`src/rtl/arp_pkg.sv`:
```
// Package for the audio ring producer: widths, commands, item and result types.
`timescale 1ns / 1ps

package arp_pkg;

    // Ring store geometry
    localparam int DEPTH   = 8192;
    localparam int ADDR_W  = $clog2(DEPTH);
    localparam int SIZE_W  = ADDR_W + 1;

    // Stream widths
    localparam int IN_TDATA_W  = 32;
    localparam int IN_USED_W   = 25;
    localparam int OUT_TDATA_W = 32;
    localparam int CMD_W       = 2;
    localparam int POS_W       = 16;
    localparam int FREE_W      = 13;
    localparam int COUNT_W     = 14;

    // Front-to-back queue
    localparam int QUEUE_DEPTH = 2;
    localparam int QPTR_W      = $clog2(QUEUE_DEPTH);
    localparam int QCNT_W      = QPTR_W + 1;

    typedef enum logic [CMD_W-1:0] {
        CMD_WRITE = 2'd0,
        CMD_QUERY = 2'd1,
        CMD_FILL  = 2'd2,
        CMD_RESET = 2'd3
    } t_cmd;

    // Classified item as it travels through the queue
    typedef struct packed {
        t_cmd              cmd;
        logic [7:0]        data_byte;
        logic              burst_last;
        logic              pos_ok;
        logic [ADDR_W-1:0] pos;
    } t_item;

    // One result beat, accepted in the lowest bit
    typedef struct packed {
        logic               is_armed;
        logic               arm_start;
        logic [COUNT_W-1:0] burst_count;
        logic [FREE_W-1:0]  free_bytes;
        logic               accepted;
    } t_result;

    localparam int RESULT_W = $bits(t_result);

    typedef enum logic [1:0] {
        ST_RUN   = 2'd0,
        ST_FILL  = 2'd1,
        ST_RED_W = 2'd2,
        ST_RED_C = 2'd3
    } t_back_state;

endpackage

```
`src/rtl/audio_ring_producer.sv`:
```
// Top level of the audio ring producer: config register, front, queue and back.
//
//  channel   dir  handshake              contents
//  s_axis    in   tvalid/tready          tdata, tlast = burst_last, tuser = cmd
//  m_axis    out  tvalid/tready          tdata = one result beat
//  cfg       in   i_cfg_we               i_cfg_wdata = ring_size
//
// A write or query beat executes as it is popped; its result passes through
// the queue and the output register, and the steady rate is one beat per cycle
// while the back end runs and the sink keeps up. A fill holds the back end and
// writes one store byte per cycle up to S (S = ring size in use). A ring_size
// write starts a pointer reduction in the remainder unit; the queue takes up to
// two beats meanwhile. Reset is synchronous; the store is not cleared. Either side
// may stall: the two-entry queue and the output register decouple them.
`timescale 1ns / 1ps

module audio_ring_producer (
    input  logic        i_clk,
    input  logic        i_rst_n,
    input  logic        i_cfg_we,
    input  logic [13:0] i_cfg_wdata,
    input  logic        s_axis_tvalid,
    output logic        s_axis_tready,
    // [7:0] data_byte, [8] play_valid, [24:9] play_pos, [31:25] zero
    input  logic [31:0] s_axis_tdata,
    input  logic        s_axis_tlast,
    // [1:0] cmd
    input  logic [1:0]  s_axis_tuser,
    output logic        m_axis_tvalid,
    input  logic        m_axis_tready,
    // [0] accepted, [13:1] free_bytes, [27:14] burst_count, [28] arm_start,
    // [29] is_armed, [31:30] zero
    output logic [31:0] m_axis_tdata
);
    import arp_pkg::*;

    logic [SIZE_W-1:0] r_ring_size;
    logic [SIZE_W-1:0] size_use;
    logic              f_valid;
    t_item             f_item;
    logic              q_ready;
    logic              q_valid;
    t_item             q_item;
    logic              q_pop;
    t_result           result;

    // Ring size register
    always_ff @(posedge i_clk) begin
        if (!i_rst_n) begin
            r_ring_size <= '0;
        end else if (i_cfg_we) begin
            r_ring_size <= i_cfg_wdata;
        end
    end

    // Zero selects the full depth; oversize clamps to it
    always_comb begin
        if (r_ring_size == '0 || r_ring_size > SIZE_W'(DEPTH)) begin
            size_use = SIZE_W'(DEPTH);
        end else begin
            size_use = r_ring_size;
        end
    end

    arp_front u_front (
        .i_tvalid     (s_axis_tvalid),
        .o_tready     (s_axis_tready),
        .i_tdata      (s_axis_tdata[IN_USED_W-1:0]),
        .i_tlast      (s_axis_tlast),
        .i_tuser      (s_axis_tuser),
        .i_size       (size_use),
        .o_item_valid (f_valid),
        .o_item       (f_item),
        .i_item_ready (q_ready)
    );

    arp_queue u_queue (
        .i_clk   (i_clk),
        .i_rst_n (i_rst_n),
        .i_push  (f_valid),
        .i_item  (f_item),
        .o_ready (q_ready),
        .o_valid (q_valid),
        .o_item  (q_item),
        .i_pop   (q_pop)
    );

    arp_back u_back (
        .i_clk        (i_clk),
        .i_rst_n      (i_rst_n),
        .i_size       (size_use),
        .i_cfg_we     (i_cfg_we),
        .i_item_valid (q_valid),
        .i_item       (q_item),
        .o_item_pop   (q_pop),
        .o_valid      (m_axis_tvalid),
        .o_result     (result),
        .i_ready      (m_axis_tready)
    );

    assign m_axis_tdata = {(OUT_TDATA_W - RESULT_W)'(0), result};

endmodule

```
`src/rtl/arp_front.sv`:
```
// Front end: accepts input beats and classifies them into queue items.
`timescale 1ns / 1ps

module arp_front (
    input  logic                         i_tvalid,
    output logic                         o_tready,
    input  logic [arp_pkg::IN_USED_W-1:0] i_tdata,
    input  logic                         i_tlast,
    input  logic [arp_pkg::CMD_W-1:0]    i_tuser,
    input  logic [arp_pkg::SIZE_W-1:0]   i_size,
    output logic                         o_item_valid,
    output arp_pkg::t_item               o_item,
    input  logic                         i_item_ready
);
    import arp_pkg::*;

    logic [POS_W-1:0] play_pos;
    logic             play_valid;

    assign play_valid = i_tdata[8];
    assign play_pos   = i_tdata[24:9];

    // Cursor is usable only when present and inside the ring in use
    always_comb begin
        o_item.cmd        = t_cmd'(i_tuser);
        o_item.data_byte  = i_tdata[7:0];
        o_item.burst_last = i_tlast;
        o_item.pos_ok     = play_valid && (play_pos < POS_W'(i_size));
        o_item.pos        = play_pos[ADDR_W-1:0];
    end

    assign o_item_valid = i_tvalid;
    assign o_tready     = i_item_ready;

endmodule

```
`src/rtl/arp_queue.sv`:
```
// Short queue of classified items between front and back.
`timescale 1ns / 1ps

module arp_queue (
    input  logic           i_clk,
    input  logic           i_rst_n,
    input  logic           i_push,
    input  arp_pkg::t_item i_item,
    output logic           o_ready,
    output logic           o_valid,
    output arp_pkg::t_item o_item,
    input  logic           i_pop
);
    import arp_pkg::*;

    t_item             r_mem [QUEUE_DEPTH];
    logic [QPTR_W-1:0] r_wptr;
    logic [QPTR_W-1:0] r_rptr;
    logic [QCNT_W-1:0] r_count;
    logic              do_push;
    logic              do_pop;

    assign o_ready = (r_count != QCNT_W'(QUEUE_DEPTH));
    assign o_valid = (r_count != '0);
    assign o_item  = r_mem[r_rptr];
    assign do_push = i_push && o_ready;
    assign do_pop  = i_pop && o_valid;

    // Pointers and fill level
    always_ff @(posedge i_clk) begin
        if (!i_rst_n) begin
            r_wptr  <= '0;
            r_rptr  <= '0;
            r_count <= '0;
        end else begin
            if (do_push) r_wptr <= r_wptr + 1'b1;
            if (do_pop)  r_rptr <= r_rptr + 1'b1;
            case ({do_push, do_pop})
                2'b10:   r_count <= r_count + 1'b1;
                2'b01:   r_count <= r_count - 1'b1;
                default: r_count <= r_count;
            endcase
        end
    end

    // Entry storage
    always_ff @(posedge i_clk) begin
        if (do_push) r_mem[r_wptr] <= i_item;
    end

endmodule

```
`src/rtl/arp_mod.sv`:
```
// Iterative remainder unit: one quotient bit per cycle.
`timescale 1ns / 1ps

module arp_mod (
    input  logic                       i_clk,
    input  logic                       i_rst_n,
    input  logic                       i_start,
    input  logic [arp_pkg::ADDR_W-1:0] i_dividend,
    input  logic [arp_pkg::SIZE_W-1:0] i_divisor,
    output logic                       o_done,
    output logic [arp_pkg::ADDR_W-1:0] o_rem
);
    import arp_pkg::*;

    localparam int STEP_W = $clog2(ADDR_W);

    logic              r_busy;
    logic              r_done;
    logic [STEP_W-1:0] r_step;
    logic [ADDR_W-1:0] r_rem;
    logic [ADDR_W-1:0] r_dvd;
    logic [SIZE_W-1:0] shifted;
    logic [SIZE_W-1:0] diff;
    logic [ADDR_W-1:0] n_rem;

    // Shift in the next dividend bit, subtract if it fits
    always_comb begin
        shifted = {r_rem, r_dvd[ADDR_W-1]};
        diff    = shifted - i_divisor;
        n_rem   = (shifted >= i_divisor) ? diff[ADDR_W-1:0] : shifted[ADDR_W-1:0];
    end

    always_ff @(posedge i_clk) begin
        if (!i_rst_n) begin
            r_busy <= 1'b0;
            r_done <= 1'b0;
            r_step <= '0;
        end else begin
            r_done <= 1'b0;
            if (i_start) begin
                r_busy <= 1'b1;
                r_step <= '0;
            end else if (r_busy) begin
                r_step <= r_step + 1'b1;
                if (r_step == STEP_W'(ADDR_W - 1)) begin
                    r_busy <= 1'b0;
                    r_done <= 1'b1;
                end
            end
        end
    end

    // Datapath
    always_ff @(posedge i_clk) begin
        if (i_start) begin
            r_rem <= '0;
            r_dvd <= i_dividend;
        end else if (r_busy) begin
            r_rem <= n_rem;
            r_dvd <= {r_dvd[ADDR_W-2:0], 1'b0};
        end
    end

    assign o_done = r_done;
    assign o_rem  = r_rem;

endmodule

```
`src/rtl/arp_back.sv`:
```
// Back end: executes queued items against the ring store and pointers.
`timescale 1ns / 1ps

module arp_back (
    input  logic                       i_clk,
    input  logic                       i_rst_n,
    input  logic [arp_pkg::SIZE_W-1:0] i_size,
    input  logic                       i_cfg_we,
    input  logic                       i_item_valid,
    input  arp_pkg::t_item             i_item,
    output logic                       o_item_pop,
    output logic                       o_valid,
    output arp_pkg::t_result           o_result,
    input  logic                       i_ready
);
    import arp_pkg::*;

    // Ring store, write only
    logic [7:0] r_store [DEPTH];

    t_back_state        r_state,    n_state;
    logic [ADDR_W-1:0]  r_wr_raw,   n_wr_raw;
    logic [ADDR_W-1:0]  r_wr_mod,   n_wr_mod;
    logic [ADDR_W-1:0]  r_cur_raw,  n_cur_raw;
    logic [ADDR_W-1:0]  r_cur_mod,  n_cur_mod;
    logic               r_armed,    n_armed;
    logic [FREE_W-1:0]  r_budget,   n_budget;
    logic               r_open,     n_open;
    logic [COUNT_W-1:0] r_cnt,      n_cnt;
    logic [ADDR_W-1:0]  r_fill_idx, n_fill_idx;
    logic [7:0]         r_fill_byte, n_fill_byte;
    logic               r_mod_start, n_mod_start;
    logic               r_out_valid, n_out_valid;
    t_result            r_out,      n_out;

    logic               mem_we;
    logic [ADDR_W-1:0]  mem_addr;
    logic [7:0]         mem_wdata;

    logic               pop;
    logic               tiny;
    logic [ADDR_W-1:0]  play;
    logic [SIZE_W:0]    span;
    logic [SIZE_W:0]    span_wrap;
    logic [FREE_W-1:0]  free_calc;
    logic               cursor_upd;
    logic [SIZE_W-1:0]  wp1;
    logic [ADDR_W-1:0]  w_next;
    logic [FREE_W-1:0]  budget;
    logic [COUNT_W-1:0] cnt;
    logic               mod_done;
    logic [ADDR_W-1:0]  mod_rem;
    logic [ADDR_W-1:0]  mod_dividend;
    t_result            res;

    // Pointer reduction after a ring size change
    assign mod_dividend = (r_state == ST_RED_C) ? r_cur_raw : r_wr_raw;

    arp_mod u_mod (
        .i_clk      (i_clk),
        .i_rst_n    (i_rst_n),
        .i_start    (r_mod_start),
        .i_dividend (mod_dividend),
        .i_divisor  (i_size),
        .o_done     (mod_done),
        .o_rem      (mod_rem)
    );

    // Free space from the reduced pointers
    always_comb begin
        tiny       = (i_size < SIZE_W'(2));
        play       = i_item.pos_ok ? i_item.pos : r_cur_mod;
        span       = (SIZE_W+1)'(play) + (SIZE_W+1)'(i_size)
                   - (SIZE_W+1)'(r_wr_mod) - (SIZE_W+1)'(1);
        span_wrap  = (span >= (SIZE_W+1)'(i_size)) ? span - (SIZE_W+1)'(i_size) : span;
        if (tiny) begin
            free_calc = '0;
        end else if (!r_armed) begin
            free_calc = FREE_W'(i_size - SIZE_W'(1));
        end else begin
            free_calc = span_wrap[FREE_W-1:0];
        end
        cursor_upd = !tiny && r_armed && i_item.pos_ok;
        wp1        = SIZE_W'(r_wr_mod) + SIZE_W'(1);
        w_next     = (wp1 >= i_size) ? '0 : wp1[ADDR_W-1:0];
    end

    // Next state, execution and store port
    always_comb begin
        n_state     = r_state;
        n_wr_raw    = r_wr_raw;
        n_wr_mod    = r_wr_mod;
        n_cur_raw   = r_cur_raw;
        n_cur_mod   = r_cur_mod;
        n_armed     = r_armed;
        n_budget    = r_budget;
        n_open      = r_open;
        n_cnt       = r_cnt;
        n_fill_idx  = r_fill_idx;
        n_fill_byte = r_fill_byte;
        n_mod_start = 1'b0;
        n_out_valid = r_out_valid && !i_ready;
        n_out       = r_out;
        mem_we      = 1'b0;
        mem_addr    = r_wr_mod;
        mem_wdata   = i_item.data_byte;
        budget      = r_budget;
        cnt         = r_cnt;
        res         = '0;

        pop = (r_state == ST_RUN) && i_item_valid && (!r_out_valid || i_ready);

        case (r_state)
            ST_RUN: begin
                if (pop) begin
                    case (i_item.cmd)
                        CMD_WRITE: begin
                            // First beat of a burst takes the budget
                            if (!r_open) begin
                                budget = free_calc;
                                cnt    = '0;
                                if (cursor_upd) begin
                                    n_cur_raw = i_item.pos;
                                    n_cur_mod = i_item.pos;
                                end
                            end
                            n_budget = budget;
                            n_cnt    = cnt;
                            if (cnt < COUNT_W'(budget)) begin
                                mem_we       = 1'b1;
                                n_wr_raw     = w_next;
                                n_wr_mod     = w_next;
                                res.accepted = 1'b1;
                                if (cnt < COUNT_W'(DEPTH)) n_cnt = cnt + 1'b1;
                                if (!r_armed) begin
                                    n_cur_raw     = '0;
                                    n_cur_mod     = '0;
                                    n_armed       = 1'b1;
                                    res.arm_start = 1'b1;
                                end
                            end
                            res.free_bytes = budget;
                            n_open         = !i_item.burst_last;
                        end
                        CMD_QUERY: begin
                            res.free_bytes = free_calc;
                            if (cursor_upd) begin
                                n_cur_raw = i_item.pos;
                                n_cur_mod = i_item.pos;
                            end
                        end
                        CMD_FILL: begin
                            n_state     = ST_FILL;
                            n_fill_idx  = '0;
                            n_fill_byte = i_item.data_byte;
                        end
                        CMD_RESET: begin
                            n_wr_raw  = '0;
                            n_wr_mod  = '0;
                            n_cur_raw = '0;
                            n_cur_mod = '0;
                            n_armed   = 1'b0;
                            n_open    = 1'b0;
                            n_budget  = '0;
                            n_cnt     = '0;
                        end
                        default: begin
                        end
                    endcase
                    res.burst_count = n_cnt;
                    res.is_armed    = n_armed;
                    n_out           = res;
                    n_out_valid     = 1'b1;
                end
            end
            ST_FILL: begin
                // One store entry per cycle up to the ring size
                mem_we    = 1'b1;
                mem_addr  = r_fill_idx;
                mem_wdata = r_fill_byte;
                if (SIZE_W'(r_fill_idx) == i_size - SIZE_W'(1)) begin
                    n_state = ST_RUN;
                end else begin
                    n_fill_idx = r_fill_idx + 1'b1;
                end
            end
            ST_RED_W: begin
                if (mod_done) begin
                    n_wr_mod    = mod_rem;
                    n_state     = ST_RED_C;
                    n_mod_start = 1'b1;
                end
            end
            ST_RED_C: begin
                if (mod_done) begin
                    n_cur_mod = mod_rem;
                    n_state   = ST_RUN;
                end
            end
            default: begin
                n_state = ST_RUN;
            end
        endcase

        // A new ring size restarts pointer reduction
        if (i_cfg_we) begin
            n_state     = ST_RED_W;
            n_mod_start = 1'b1;
        end
    end

    // Control registers
    always_ff @(posedge i_clk) begin
        if (!i_rst_n) begin
            r_state     <= ST_RUN;
            r_wr_raw    <= '0;
            r_wr_mod    <= '0;
            r_cur_raw   <= '0;
            r_cur_mod   <= '0;
            r_armed     <= 1'b0;
            r_budget    <= '0;
            r_open      <= 1'b0;
            r_cnt       <= '0;
            r_mod_start <= 1'b0;
            r_out_valid <= 1'b0;
        end else begin
            r_state     <= n_state;
            r_wr_raw    <= n_wr_raw;
            r_wr_mod    <= n_wr_mod;
            r_cur_raw   <= n_cur_raw;
            r_cur_mod   <= n_cur_mod;
            r_armed     <= n_armed;
            r_budget    <= n_budget;
            r_open      <= n_open;
            r_cnt       <= n_cnt;
            r_mod_start <= n_mod_start;
            r_out_valid <= n_out_valid;
        end
    end

    // Payload registers
    always_ff @(posedge i_clk) begin
        r_fill_idx  <= n_fill_idx;
        r_fill_byte <= n_fill_byte;
        r_out       <= n_out;
    end

    // Store write port
    always_ff @(posedge i_clk) begin
        if (mem_we) r_store[mem_addr] <= mem_wdata;
    end

    assign o_item_pop = pop;
    assign o_valid    = r_out_valid;
    assign o_result   = r_out;

endmodule

```
`config.mk`:
```
export PLATFORM = sky130hd
export DESIGN_NAME = audio_ring_producer
export DESIGN_NICKNAME = d
export VERILOG_FILES = /design/src/rtl/arp_pkg.sv /design/src/rtl/audio_ring_producer.sv /design/src/rtl/arp_front.sv /design/src/rtl/arp_queue.sv /design/src/rtl/arp_mod.sv /design/src/rtl/arp_back.sv
export SDC_FILE = /design/constraint.sdc
export NUM_CORES = 1
export LEC_CHECK = 0
export BUFFER_PORTS_ARGS = -buffer_cell sky130_fd_sc_hd__buf_4
export CAP_MARGIN = 10
export CORE_MARGIN = 1
export CORE_UTILIZATION = 24
export CTS_BUF_LIST = sky130_fd_sc_hd__clkbuf_4 sky130_fd_sc_hd__clkbuf_8
export CTS_CLUSTER_SIZE = 30
export DETAILED_ROUTE_END_ITERATION = 12
export HOLD_SLACK_MARGIN = 0.02
export MAX_ROUTING_LAYER = met4
export PLACE_DENSITY = 0.4
export RECOVER_POWER = 25
export SYNTH_ARGS = -nofsm -noshare
export SYNTH_HDL_FRONTEND = slang
export SYNTH_SLANG_ARGS = --single-unit
```
`constraint.sdc`:
```
create_clock -name i_clk -period 9.6 [get_ports i_clk]
set_input_delay 0 -clock i_clk [delete_from_list [all_inputs] [get_ports i_clk]]
set_output_delay 0 -clock i_clk [all_outputs]
set_load 0.02 [all_outputs]
```
==> impl_summary.txt, run 1 <==
----------------------------------------------------
[Floorplanning]
  Die footprint ... approximately 62000 sq um
  IO Count ... 88
  Width of the die ... about 250 um
  Die Height ... approximately 250 um
  Area of the core region ... 59500 sq um
  Effective utilization at floorplan ... 0.244
  Cell Rows ... 89

[Routing]
  Via Count ... between 10k and 15k
  Number of remaining DRC errors ... 0
  Detail-routed net length per standard cell ... a little over 20 um
  1st-iter DRT viols ... between 900 and 1k
  Routed wire length ... approximately 53 mm
  Remaining antenna violation count after routing ... 0
  Number of vias per cell after detailed routing ... 5.12
  First drt pass iteration count ... 7

[Placement]
  Post-placement cell count ... approximately 2.5k
  Dpl hpwl ... 38.4 mm
  Global placement routability congestion ... 0.877
  Worst Setup Slack post-DPL ... a little under 600 ps
  Buffers on Ports ... 70

[Power]
  Comb power frac ... 0.645
  Cell Int Power ... 0.00332 W
  Psw ... about 0.0032 W
  Worst IR Drop VDD ... ~310 uV
  Switching fraction of total power ... 0.491
  Clk pwr share ... 0.153
  Sequential share of power ... 0.202
  Leakage dissipation ... approximately 6.5 nW
  P per Cell Area ... 379 nW/um^2

[Synthesis]
  Share of synthesized area occupied by flip-flops and latches ... 0.355
  Synthesized instance count ... ~1.7k
  Number of distinct standard cells referenced by the synthesized netlist ... roughly 90
  Flip-flop and latch count after synthesis ... ~210
  EDFF count, synth ... 90
  Share of the synthesized area in the top cell type ... 0.186
  Average cell area after synthesis ... about 8.7 sq um
  Most frequent cells after synthesis ... 183 x nor2_1, 132 x a21oi_1, 124 x nand2_1
  Synth Warn # ... 0
  Dominant cells by area after synthesis ... edfxtp_1 19%, dfxtp_1 17%, ha_1 8.4%
  Dominant register cell in the synthesized netlist ... dfxtp_1
  Cell type with the largest total area after synthesis ... edfxtp_1
  Async set or reset register ratio after synthesis ... 0
  Synthesized cell area ... around 15000 sq um
  Most common cell in the synthesized netlist ... nor2_1

[Run]
  Max-cap violations ... 2

[Critical path]
  CP Launch Type ... flop
  CP Capture Type ... flop
  Slowest cell delay on critical path ... 530 ps
  Most frequent cell on the critical path ... a21oi_1
  Critical path type ... reg -> reg
  WP data required ... a little over 10000 ps
  Max FO, Critical Path ... 17
  Slowest library cell on the worst path ... or3_1
  Arrival time worst endpoint ... about 9400 ps

[Timing]
  Unrepaired setup endpoints after global routing ... false
  Final count of negative-setup-slack endpoints ... 0
  Number of hold violations in the final report ... 0
  Post-layout min period ... 8850 ps
  Number of pins with negative max-slew slack in the final report ... ~80
  Transition time at the pin with the least slew margin ... 2080 ps
  Period utilization ... 0.922
  Min setup slack post-route ... around 750 ps
  Worst-case clock skew ... ~32 ps
  Setup TNS after final layout ... 0 ps
  Normalized max-slew margin ... -0.385
  Maximum clock rate ... 0.113 GHz

[Global routing]
  Gr usage total ... 0.177
  Overflow after GRT ... 0
  Maximum number of pins on one net before global-route repair ... 67
  Number of global-route vias before repair ... roughly 13k
  Wire length of the first global-routing pass ... 79.7 mm
  Initial antenna violation count ... 1

[Clocking]
  TritonCTS clock tree ... done
  Clock Pin Slew Worst Setup and Hold Paths ... around 60 ps
  Number of sinks handled by clock tree synthesis ... ~210
  Clock network latency to the later pin of the worst-skew pair ... roughly 630 ps
  Number of buffers added by the clock tree synthesis step ... 43
  Maximum clock path buffer count ... 3
  H-tree levels ... 2
  Count of buffers added by post-CTS timing repair for setup ... 0
  Clock Tree Root ... clkbuf_8

[Min path]
  Hold/Removal Path Class ... in -> reg

[Final layout]
  Fraction of layout instances using a drive strength above 1 ... 0.0895
  Final standard cell count with taps included and fillers excluded ... approximately 2.6k
  Final core area utilization ... 0.289
  Synthesis-to-layout area growth ... 18.2%
  Net count reported at finish ... between 1.5k and 2k
  Filler cell count ... between 6k and 7k

[Run status]
  Failing checks ... capacitance limit, slew limit
  Result of the run ... finished, violations left

----------------------------------------------------
-- power groups by stage --
| stage | sequential, W | combinational, W | clock [W] |
|---|---|---|---|
| floorplan | 0.00133 | 0.00299 | 0 |
| global placement | 0.00133 | 0.00418 | 0 |
| detailed placement | 0.00133 | 0.00419 | 0 |
| CTS | 0.00132 | 0.00423 | 0.00103 |
| global route | 0.00134 | 0.00467 | 0.00108 |
| finish | 0.00132 | 0.00420 | 0.000997 |
-- per-layer routing --
| layer | global-route usage | vias to the layer above | wire length (um) |
|---|---|---|---|
| met5 | - | - | 0 |
| met4 | 0.0559 | 0 | 1480 |
| met1 | 0.238 | 6441 | 25400 |
| li1 | - | 6412 | - |
| met2 | 0.272 | 340 | 23400 |
| met3 | 0.0256 | 89 | 2370 |
-- flip-flops by register name, indices dropped and copies added, names as in the netlist, 14 cells and up, named ones only --
name,count
r_ring_size,14
u_queue.r_mem,34
u_back.o_result,30
u_back.r_cnt,14
-- cells by family (layout without fill, tap and decap cells) --
kind of cell | count (synthesis) | after routing | share of synthesized area
fa+ha+maj | 113 | 113 | 0.106
compound gates | 496 | 496 | 0.228
buf+inv | 171 | 314 | 0.0460
simple gates | 566 | 566 | 0.189
flops | 213 | 213 | 0.355
mux | 54 | 54 | 0.0374
xor+xnor | 63 | 63 | 0.0380
other cells | 1 | 3 | 0.000258
-- final cells by class --
cell class | instances | area [sq um] | share of cell area
multi-input combinational | 1294 | 8710 | 0.507
sequential | 213 | 5160 | 0.301
timing repair buffer | 159 | 1140 | 0.0666
tap | 773 | 967 | 0.0563
clock buffer | 68 | 842 | 0.0490
inverter | 76 | 285 | 0.0166
clock inverter | 11 | 63.8 | 0.00372
antenna | 1 | 2.50 | 0.000146
-- per-stage QoR --
step	cell area, sq um	total power, W	hold slack [ps]
final	17200	0.00651	158
after global routing	17200	0.00709	129
after CTS	17400	0.00658	92.5
after detailed placement	15900	0.00552	192
after global placement	15900	0.00551	190
after floorplan	14500	0.00432	98.9
-- cell usage in the layout (no fill, tap or decap), types with 53 or more instances in the layout --
master / synthesis / final
edfxtp_1: 90 / 90
a21oi_1: 132 / 132
nand2_1: 124 / 123
inv_1: 72 / 71
o21ai_0: 112 / 112
buf_4: 3 / 57
ha_1: 97 / 97
nor2_1: 183 / 183
dfxtp_1: 123 / 123
clkbuf_8: 0 / 53
-- critical path, delay by kind of cell (launching register included) --
kind	cells	cell delay (ps)
XOR/XNOR	1	220
buffers and inverters	3	540
AND/OR/NAND/NOR	9	2050
multiplexers	2	590
AO/OA/AOI/OAI	14	3200
flip-flops	1	390
adder cells (fa/ha/maj)	5	1780
-- what timing repair did --
item                       CTS  global route
resized for setup            0             1
setup endpoints to repair    0            30
hold buffers                52             0
hold endpoints to repair    74             0
-- path summary, 6_finish.rpt --
kind | from | end | slack (ps) | cells after the start
setup reg to reg | flop | u_back.r_wr_mod[12] | 750 | 34
hold reg to reg | u_back.r_wr_raw[11] | u_back.r_wr_raw[11] | 460 | 2
setup / recovery | flop | u_back.r_wr_mod[12] | 750 | 34
hold / removal | s_axis_tuser[0] | u_queue.r_mem[0][23] | 160 | 2
Power figures use the tool's default switching activity.
==> run 2, diff against run 1 <==
--- a/config.mk
+++ b/config.mk
@@ -5,8 +5,8 @@
 export SDC_FILE = /design/constraint.sdc
 export NUM_CORES = 1
 export LEC_CHECK = 0
+export ABC_AREA = 1
 export BUFFER_PORTS_ARGS = -buffer_cell sky130_fd_sc_hd__buf_4
-export CAP_MARGIN = 10
 export CORE_MARGIN = 1
 export CORE_UTILIZATION = 24
 export CTS_BUF_LIST = sky130_fd_sc_hd__clkbuf_4 sky130_fd_sc_hd__clkbuf_8
==> run 2 against run 1 <==
  * The flow still finishes with violations (capacitance limit, slew limit)
  * Synthesized cell count increased by 18%
  * Final cell count increased by 12%
  * Core utilization decreased by 0.30 points
  * Power increased by 0.26%
  * Die area increased by 0.84%
  * Critical endpoint is now u_back.r_wr_mod[9]
  * Non-clock buffer count decreased by 3
  * Global-route usage decreased by 0.23 points
  * Hold slack got worse by 56 ps
==> impl_summary.txt, run 2 <==
----------------------------------------------------
[Run status]
  Result of the run ... finished, violations left
  Failing checks ... capacitance limit, slew limit

[Power]
  Leakage dissipation ... roughly 7 nW
  P per Cell Area ... roughly 380 nW/um^2
  Worst IR Drop VDD ... about 250 uV

[Final layout]
  Post-layout instance area ... approximately 17000 sq um
  Net count reported at finish ... 2266
  Flip-flop count of the largest register after layout ... 34
  Commonest non-fill, non-tap cell in the layout ... nand2_1
  Synthesis-to-layout area growth ... 17.7%
  Final standard cell count with taps included and fillers excluded ... between 2k and 3k
  Commonest cells after routing, fill and taps aside ... 373 x nand2_1, 232 x inv_1, 227 x o21ai_0
  Area of the multi-input gates ... ~8000 sq um
  Filler cell count ... around 6.7k
  Sequential standard cell area ... between 5000 and 6000 sq um
  Biggest register ... u_queue.r_mem
  Fraction of layout instances using a drive strength above 1 ... 0.0760
  Final core area utilization ... 0.286

[Timing]
  Normalized max-slew margin ... -0.487
  Worst hold slack ... a little over 100 ps
  Setup TNS after final layout ... 0 ps
  Transition time at the pin with the least slew margin ... around 2200 ps
  Maximum clock rate ... about 0.12 GHz
  Number of pins with negative max-slew slack in the final report ... 47
  Number of hold violations in the final report ... 0
  Unrepaired setup endpoints after global routing ... false
  Post-layout min period ... roughly 8400 ps
  Worst-case clock skew ... approximately 46 ps
  Final count of negative-setup-slack endpoints ... 0
  Period utilization ... 0.877

[Routing]
  Remaining antenna violation count after routing ... 0
  Via Count ... ~14k
  Number of vias per cell after detailed routing ... about 4.8
  1st-iter DRT viols ... 826
  Number of remaining DRC errors ... 0
  First drt pass iteration count ... 7
  Routed wire length ... 52.4 mm
  Detail-routed net length per standard cell ... ~18 um

[Clocking]
  Number of sinks handled by clock tree synthesis ... ~210
  Resized Gates After CTS ... 0
  Clock network latency to the later pin of the worst-skew pair ... approximately 640 ps
  Maximum clock path buffer count ... 3
  H-tree levels ... 2
  TritonCTS clock tree ... done
  Clock Tree Root ... clkbuf_8
  Number of buffers added by the clock tree synthesis step ... 43
  Clock Pin Slew Worst Setup and Hold Paths ... about 60 ps

[Critical path]
  Critical path type ... reg -> reg
  Buffering stage count on the worst path with inverters included ... 9
  CP Capture Type ... flop
  CP Launch Type ... flop
  Most frequent cell on the critical path ... nand2_1
  WP data required ... between 10000 and 15000 ps
  Arrival time worst endpoint ... 8910 ps
  Slowest cell delay on critical path ... 620 ps
  Crit path max-delay family ... compound AO/OA/AOI/OAI gates
  Max FO, Critical Path ... 21
  Slowest library cell on the worst path ... dfxtp_1

[Placement]
  Post-placement cell count ... around 2.8k
  Buffers on Ports ... 70
  Global placement routability congestion ... approximately 0.88
  Post-placement cell area ... around 16000 sq um
  Dpl hpwl ... around 39 mm

[Floorplanning]
  Die footprint ... about 62000 sq um
  Effective utilization at floorplan ... 0.243
  IO Count ... between 80 and 90
  Cell Rows ... 90
  Die Height ... between 200 and 250 um
  Area of the core region ... 60400 sq um
  Width of the die ... ~250 um

[Global routing]
  Initial antenna violation count ... 2
  Overflow after GRT ... 0
  Wire length of the first global-routing pass ... about 81 mm
  Number of global-route vias before repair ... ~14k
  Gr usage total ... 0.175
  Maximum number of pins on one net before global-route repair ... just under 70

[Synthesis]
  Synthesized cell area ... approximately 15000 sq um
  Synthesized instance count ... between 1.5k and 2k
  Flip-flop and latch count after synthesis ... 213
  Most frequent cells after synthesis ... 373 x nand2_1, 233 x inv_1, 227 x o21ai_0
  Cell type with the largest total area after synthesis ... edfxtp_1
  Most common cell in the synthesized netlist ... nand2_1
  Dominant cells by area after synthesis ... edfxtp_1 18%, dfxtp_1 17%, nand2_1 9.6%
  Async set or reset register ratio after synthesis ... 0
  Synth Warn # ... 0
  Share of the synthesized area in the top cell type ... 0.184
  Share of synthesized area occupied by flip-flops and latches ... 0.352
  EDFF count, synth ... 90
  Number of distinct standard cells referenced by the synthesized netlist ... 54
  Dominant register cell in the synthesized netlist ... dfxtp_1
  Average cell area after synthesis ... roughly 7.4 sq um

[Min path]
  Hold/Removal Path Class ... in -> reg
  Worst hold start ... i_cfg_we

[Run]
  Max-cap violations ... 1

----------------------------------------------------
run 2: path summary, 6_finish.rpt:
check / slack [ps] / to / depth (start not counted)
worst max-delay path: 1180 / u_back.r_wr_mod[9] / 41
worst min-delay path: 100 / r_ring_size[13] / 3
worst max register to register: 1180 / u_back.r_wr_mod[9] / 41
worst min register to register: 460 / u_queue.r_rptr / 1
run 2: cell families after synthesis:
family / Yosys count / share of synthesized area
buffers and inverters: 328 / 0.0884
other: 1 / 0.000256
DFF: 213 / 0.352
AOI/OAI and AO/OA: 518 / 0.190
xor gates and xnor gates: 65 / 0.0388
and+or+nand+nor: 731 / 0.217
adders and majority gates: 113 / 0.105
muxes: 13 / 0.00888
run 2: per-layer routing:
layer / part of all wire / wire [um] / global-route usage
met1: 0.44 / 23200 / 0.213
met2: 0.48 / 25100 / 0.289
met3: 0.040 / 2090 / 0.0230
met4: 0.039 / 2050 / 0.0751
met5: 0 / 0 / -
run 2: metrics by stage:
stage / setup WS [ps] / total power [W]
after floorplan: 2500 / 0.00442
after global placement: 1170 / 0.00560
after detailed placement: 1170 / 0.00561
after CTS: 1080 / 0.00664
after global routing: 174 / 0.00720
final: 1180 / 0.00653
run 2: layout make-up:
class,count,area share
Multi-Input combinational cell,1442,0.476
Clock buffer,58,0.0416
Tap cell,782,0.0567
Sequential cell,213,0.299
Inverter,243,0.0534
Antenna cell,2,0.000290
Timing Repair Buffer,156,0.0643
Clock inverter,19,0.00827
run 2: worst register-to-register path, delay by kind of cell (launching register included):
kind                     cells  cell delay (ps)
adder cells (fa/ha/maj)      4             1440
buffers and inverters        9             1380
AND/OR/NAND/NOR             16             2000
AO/OA/AOI/OAI               11             2560
flip-flops                   1              620
XOR/XNOR                     1              270
run 2: what timing repair did:
action                                 CTS  global route
hold buffers                            52             0
endpoints found under the hold margin  116             0
setup buffers                            0             0
run 2: power breakdown:
part / total, W / switching, W / internal, W / leakage, nW
Combinational: 0.00418 / 0.00277 / 0.00141 / 4.88
Sequential: 0.00138 / 0.000176 / 0.00120 / 1.87
Clock: 0.000969 / 0.000451 / 0.000518 / 0.456
Total: 0.00653 / 0.00340 / 0.00313 / 7.20
==> run 3, diff against run 2 <==
--- a/config.mk
+++ b/config.mk
@@ -8,13 +8,13 @@
 export ABC_AREA = 1
 export BUFFER_PORTS_ARGS = -buffer_cell sky130_fd_sc_hd__buf_4
 export CORE_MARGIN = 1
-export CORE_UTILIZATION = 24
+export CORE_UTILIZATION = 45
 export CTS_BUF_LIST = sky130_fd_sc_hd__clkbuf_4 sky130_fd_sc_hd__clkbuf_8
 export CTS_CLUSTER_SIZE = 30
 export DETAILED_ROUTE_END_ITERATION = 12
 export HOLD_SLACK_MARGIN = 0.02
 export MAX_ROUTING_LAYER = met4
-export PLACE_DENSITY = 0.4
+export PLACE_DENSITY = 0.64
 export RECOVER_POWER = 25
 export SYNTH_ARGS = -nofsm -noshare
 export SYNTH_HDL_FRONTEND = slang
==> constraint.sdc (replaced) <==
create_clock -name i_clk -period 9.4 [get_ports i_clk]
set_input_delay 0 -clock i_clk [delete_from_list [all_inputs] [get_ports i_clk]]
set_output_delay 0 -clock i_clk [all_outputs]
set_load 0.02 [all_outputs]
==> run 3 against run 2 <==
  * The flow still finishes with violations (capacitance limit, slew limit)
  * Clock skew shrank 17 ps
  * Clock power grew 4%
  * Largest cell class unchanged
  * Via count up 0.42%
  * Non-clock buffer count down 12
  * Critical endpoint is now u_back.r_wr_raw[2]
  * Critical path depth grew 4
==> impl_summary.txt, run 3 (synthesis results as in run 2) <==
----------------------------------------------------
[Global routing]
  Initial antenna violation count ... 0
  Maximum number of pins on one net before global-route repair ... just under 70
  Number of global-route vias before repair ... around 13k
  Gr usage total ... 0.275
  Overflow after GRT ... 0
  Wire length of the first global-routing pass ... 70.0 mm

[Run status]
  Result of the run ... finished, violations left
  Failing checks ... capacitance limit, slew limit

[Critical path]
  Buffering stage count on the worst path with inverters included ... 8
  Slowest library cell on the worst path ... fa_1
  Number of cells on the worst reg-to-reg path ... 45
  Crit path max-delay family ... simple AND/OR/NAND/NOR gates
  CP Launch Type ... flop
  Arrival time worst endpoint ... about 9000 ps
  Slowest cell delay on critical path ... about 570 ps
  Max FO, Critical Path ... 21
  Source of the worst register-to-register timing path ... r_ring_size[6]
  Critical path type ... reg -> reg
  WP data required ... approximately 9900 ps
  CP Capture Type ... flop
  Reg-to-reg slack, setup ... 890 ps
  Endpoint of the worst register-to-register path ... u_back.r_wr_raw[2]

[Placement]
  Post-placement cell area ... about 16000 sq um
  Dpl hpwl ... 31.6 mm
  Post-placement cell count ... ~2.4k
  Worst Setup Slack post-DPL ... 1040 ps
  Buffers on Ports ... 70
  Global placement routability congestion ... 0.932

[Timing]
  Normalized max-slew margin ... -0.396
  Final count of negative-setup-slack endpoints ... 0
  Min setup slack post-route ... approximately 890 ps
  Transition time at the pin with the least slew margin ... about 2100 ps
  Unrepaired setup endpoints after global routing ... false
  Setup TNS after final layout ... 0 ps
  Period utilization ... 0.906
  Worst-case clock skew ... ~30 ps
  Number of pins with negative max-slew slack in the final report ... between 40 and 50
  Post-layout min period ... around 8500 ps
  Number of hold violations in the final report ... 0
  Maximum clock rate ... ~0.12 GHz

[Power]
  Psw ... ~0.0034 W
  Switching fraction of total power ... 0.509
  Cell Int Power ... ~0.0032 W
  Leakage dissipation ... 7.16 nW
  Comb power frac ... 0.636
  P per Cell Area ... around 390 nW/um^2
  Clk pwr share ... 0.153
  Sequential share of power ... 0.211
  Post-layout total power ... ~0.0066 W
  Worst IR Drop VDD ... around 300 uV

[Clocking]
  H-tree levels ... 2
  TritonCTS clock tree ... done
  Resized Gates After CTS ... 0
  Clock Tree Root ... clkbuf_8
  Maximum clock path buffer count ... 3
  Number of buffers added by the clock tree synthesis step ... 41
  Number of sinks handled by clock tree synthesis ... ~210
  Clock Pin Slew Worst Setup and Hold Paths ... ~60 ps
  Count of buffers added by post-CTS timing repair for setup ... 0
  Clock network latency to the later pin of the worst-skew pair ... roughly 570 ps

[Final layout]
  Flip-flop count of the largest register after layout ... 34
  Commonest non-fill, non-tap cell in the layout ... nand2_1
  Commonest cells after routing, fill and taps aside ... 373 x nand2_1, 233 x inv_1, 227 x o21ai_0
  Biggest register ... u_queue.r_mem
  Final standard cell count with taps included and fillers excluded ... roughly 2.6k
  Post-layout instance area ... roughly 17000 sq um
  Filler cell count ... 3076
  Net count reported at finish ... about 2.3k
  Fraction of layout instances using a drive strength above 1 ... 0.0742
  Antenna diode count ... 0
  Synthesis-to-layout area growth ... 14.4%

[Floorplanning]
  Die footprint ... approximately 33000 sq um
  Area of the core region ... 31800 sq um
  Cell Rows ... between 60 and 70
  Width of the die ... around 180 um
  Effective utilization at floorplan ... 0.461
  Die Height ... around 180 um
  IO Count ... 88

[Min path]
  Hold/Removal Path Class ... in -> reg
  Worst hold start ... i_cfg_we
  Hold path endpoint ... r_ring_size[5]
  Cells on Worst Hold Path ... 3

[Routing]
  Routed wire length ... roughly 45 mm
  First drt pass iteration count ... 6
  Remaining antenna violation count after routing ... 0
  Detail-routed net length per standard cell ... 17.5 um
  Number of vias per cell after detailed routing ... 5.47
  1st-iter DRT viols ... roughly 1.1k
  Number of remaining DRC errors ... 0
  Via Count ... roughly 14k

[Run]
  Max-cap violations ... 1

----------------------------------------------------
[run 3: area by class of cell]
type / instances / area [sq um] / area share
clock inverter: 15 / 171 / 0.0102
tap: 435 / 544 / 0.0325
inverter: 243 / 922 / 0.0550
clock buffer: 59 / 718 / 0.0429
timing repair buffer: 144 / 1020 / 0.0611
multi-input combinational: 1442 / 8220 / 0.490
sequential: 213 / 5160 / 0.308
[run 3: layer usage]
layer | wire length [um] | up-vias | global-route usage
met2 | 20700 | 456 | 0.440
met5 | 0 | - | -
li1 | - | 6888 | -
met1 | 19700 | 6505 | 0.356
met3 | 2660 | 93 | 0.0347
met4 | 1490 | 0 | 0.100
[run 3: stage by stage]
| step | hold slack, ps | utilization |
|---|---|---|
| 4_1_cts | 41.8 | 0.533 |
| 3_5_place_dp | 194 | 0.489 |
| 6_report | 77.4 | 0.527 |
| 5_1_grt | 138 | 0.527 |
| 3_3_place_gp | 193 | 0.489 |
| 2_1_floorplan | 98.9 | - |
[run 3: power by group through the flow]
stage               logic, W  clock network (W)  registers, W
detailed placement   0.00416                  0       0.00140
floorplan            0.00309                  0       0.00142
global route         0.00469            0.00107       0.00141
finish               0.00420            0.00101       0.00139
CTS                  0.00421            0.00102       0.00139
global placement     0.00409                  0       0.00140
[run 3: repair_timing]
item	in CTS	in global routing
hold endpoints to repair	81	0
setup endpoints to repair	0	0
hold buffers	49	0
[run 3: worst max path at each step]
stage | end | start | slack, ps | cells past startpoint
after floorplan | u_back.o_result[17] | r_ring_size[6] | 2300 | 45
after global placement | u_back.r_wr_raw[9] | r_ring_size[6] | 1170 | 44
after detailed placement | u_back.r_wr_raw[2] | r_ring_size[6] | 1040 | 44
after CTS | u_back.r_wr_raw[10] | r_ring_size[6] | 990 | 44
after global routing | u_back.r_wr_raw[2] | r_ring_size[12] | 260 | 45
final | u_back.r_wr_raw[2] | r_ring_size[6] | 890 | 45
[run 3: worst register-to-register path, delay by kind of cell, from the launching register on]
kind / cells / cell delay (ps)
adder cells (fa/ha/maj): 5 / 1860
buffers and inverters: 8 / 1090
AND/OR/NAND/NOR: 20 / 2580
flip-flops: 1 / 340
XOR/XNOR: 1 / 270
AO/OA/AOI/OAI: 11 / 2290
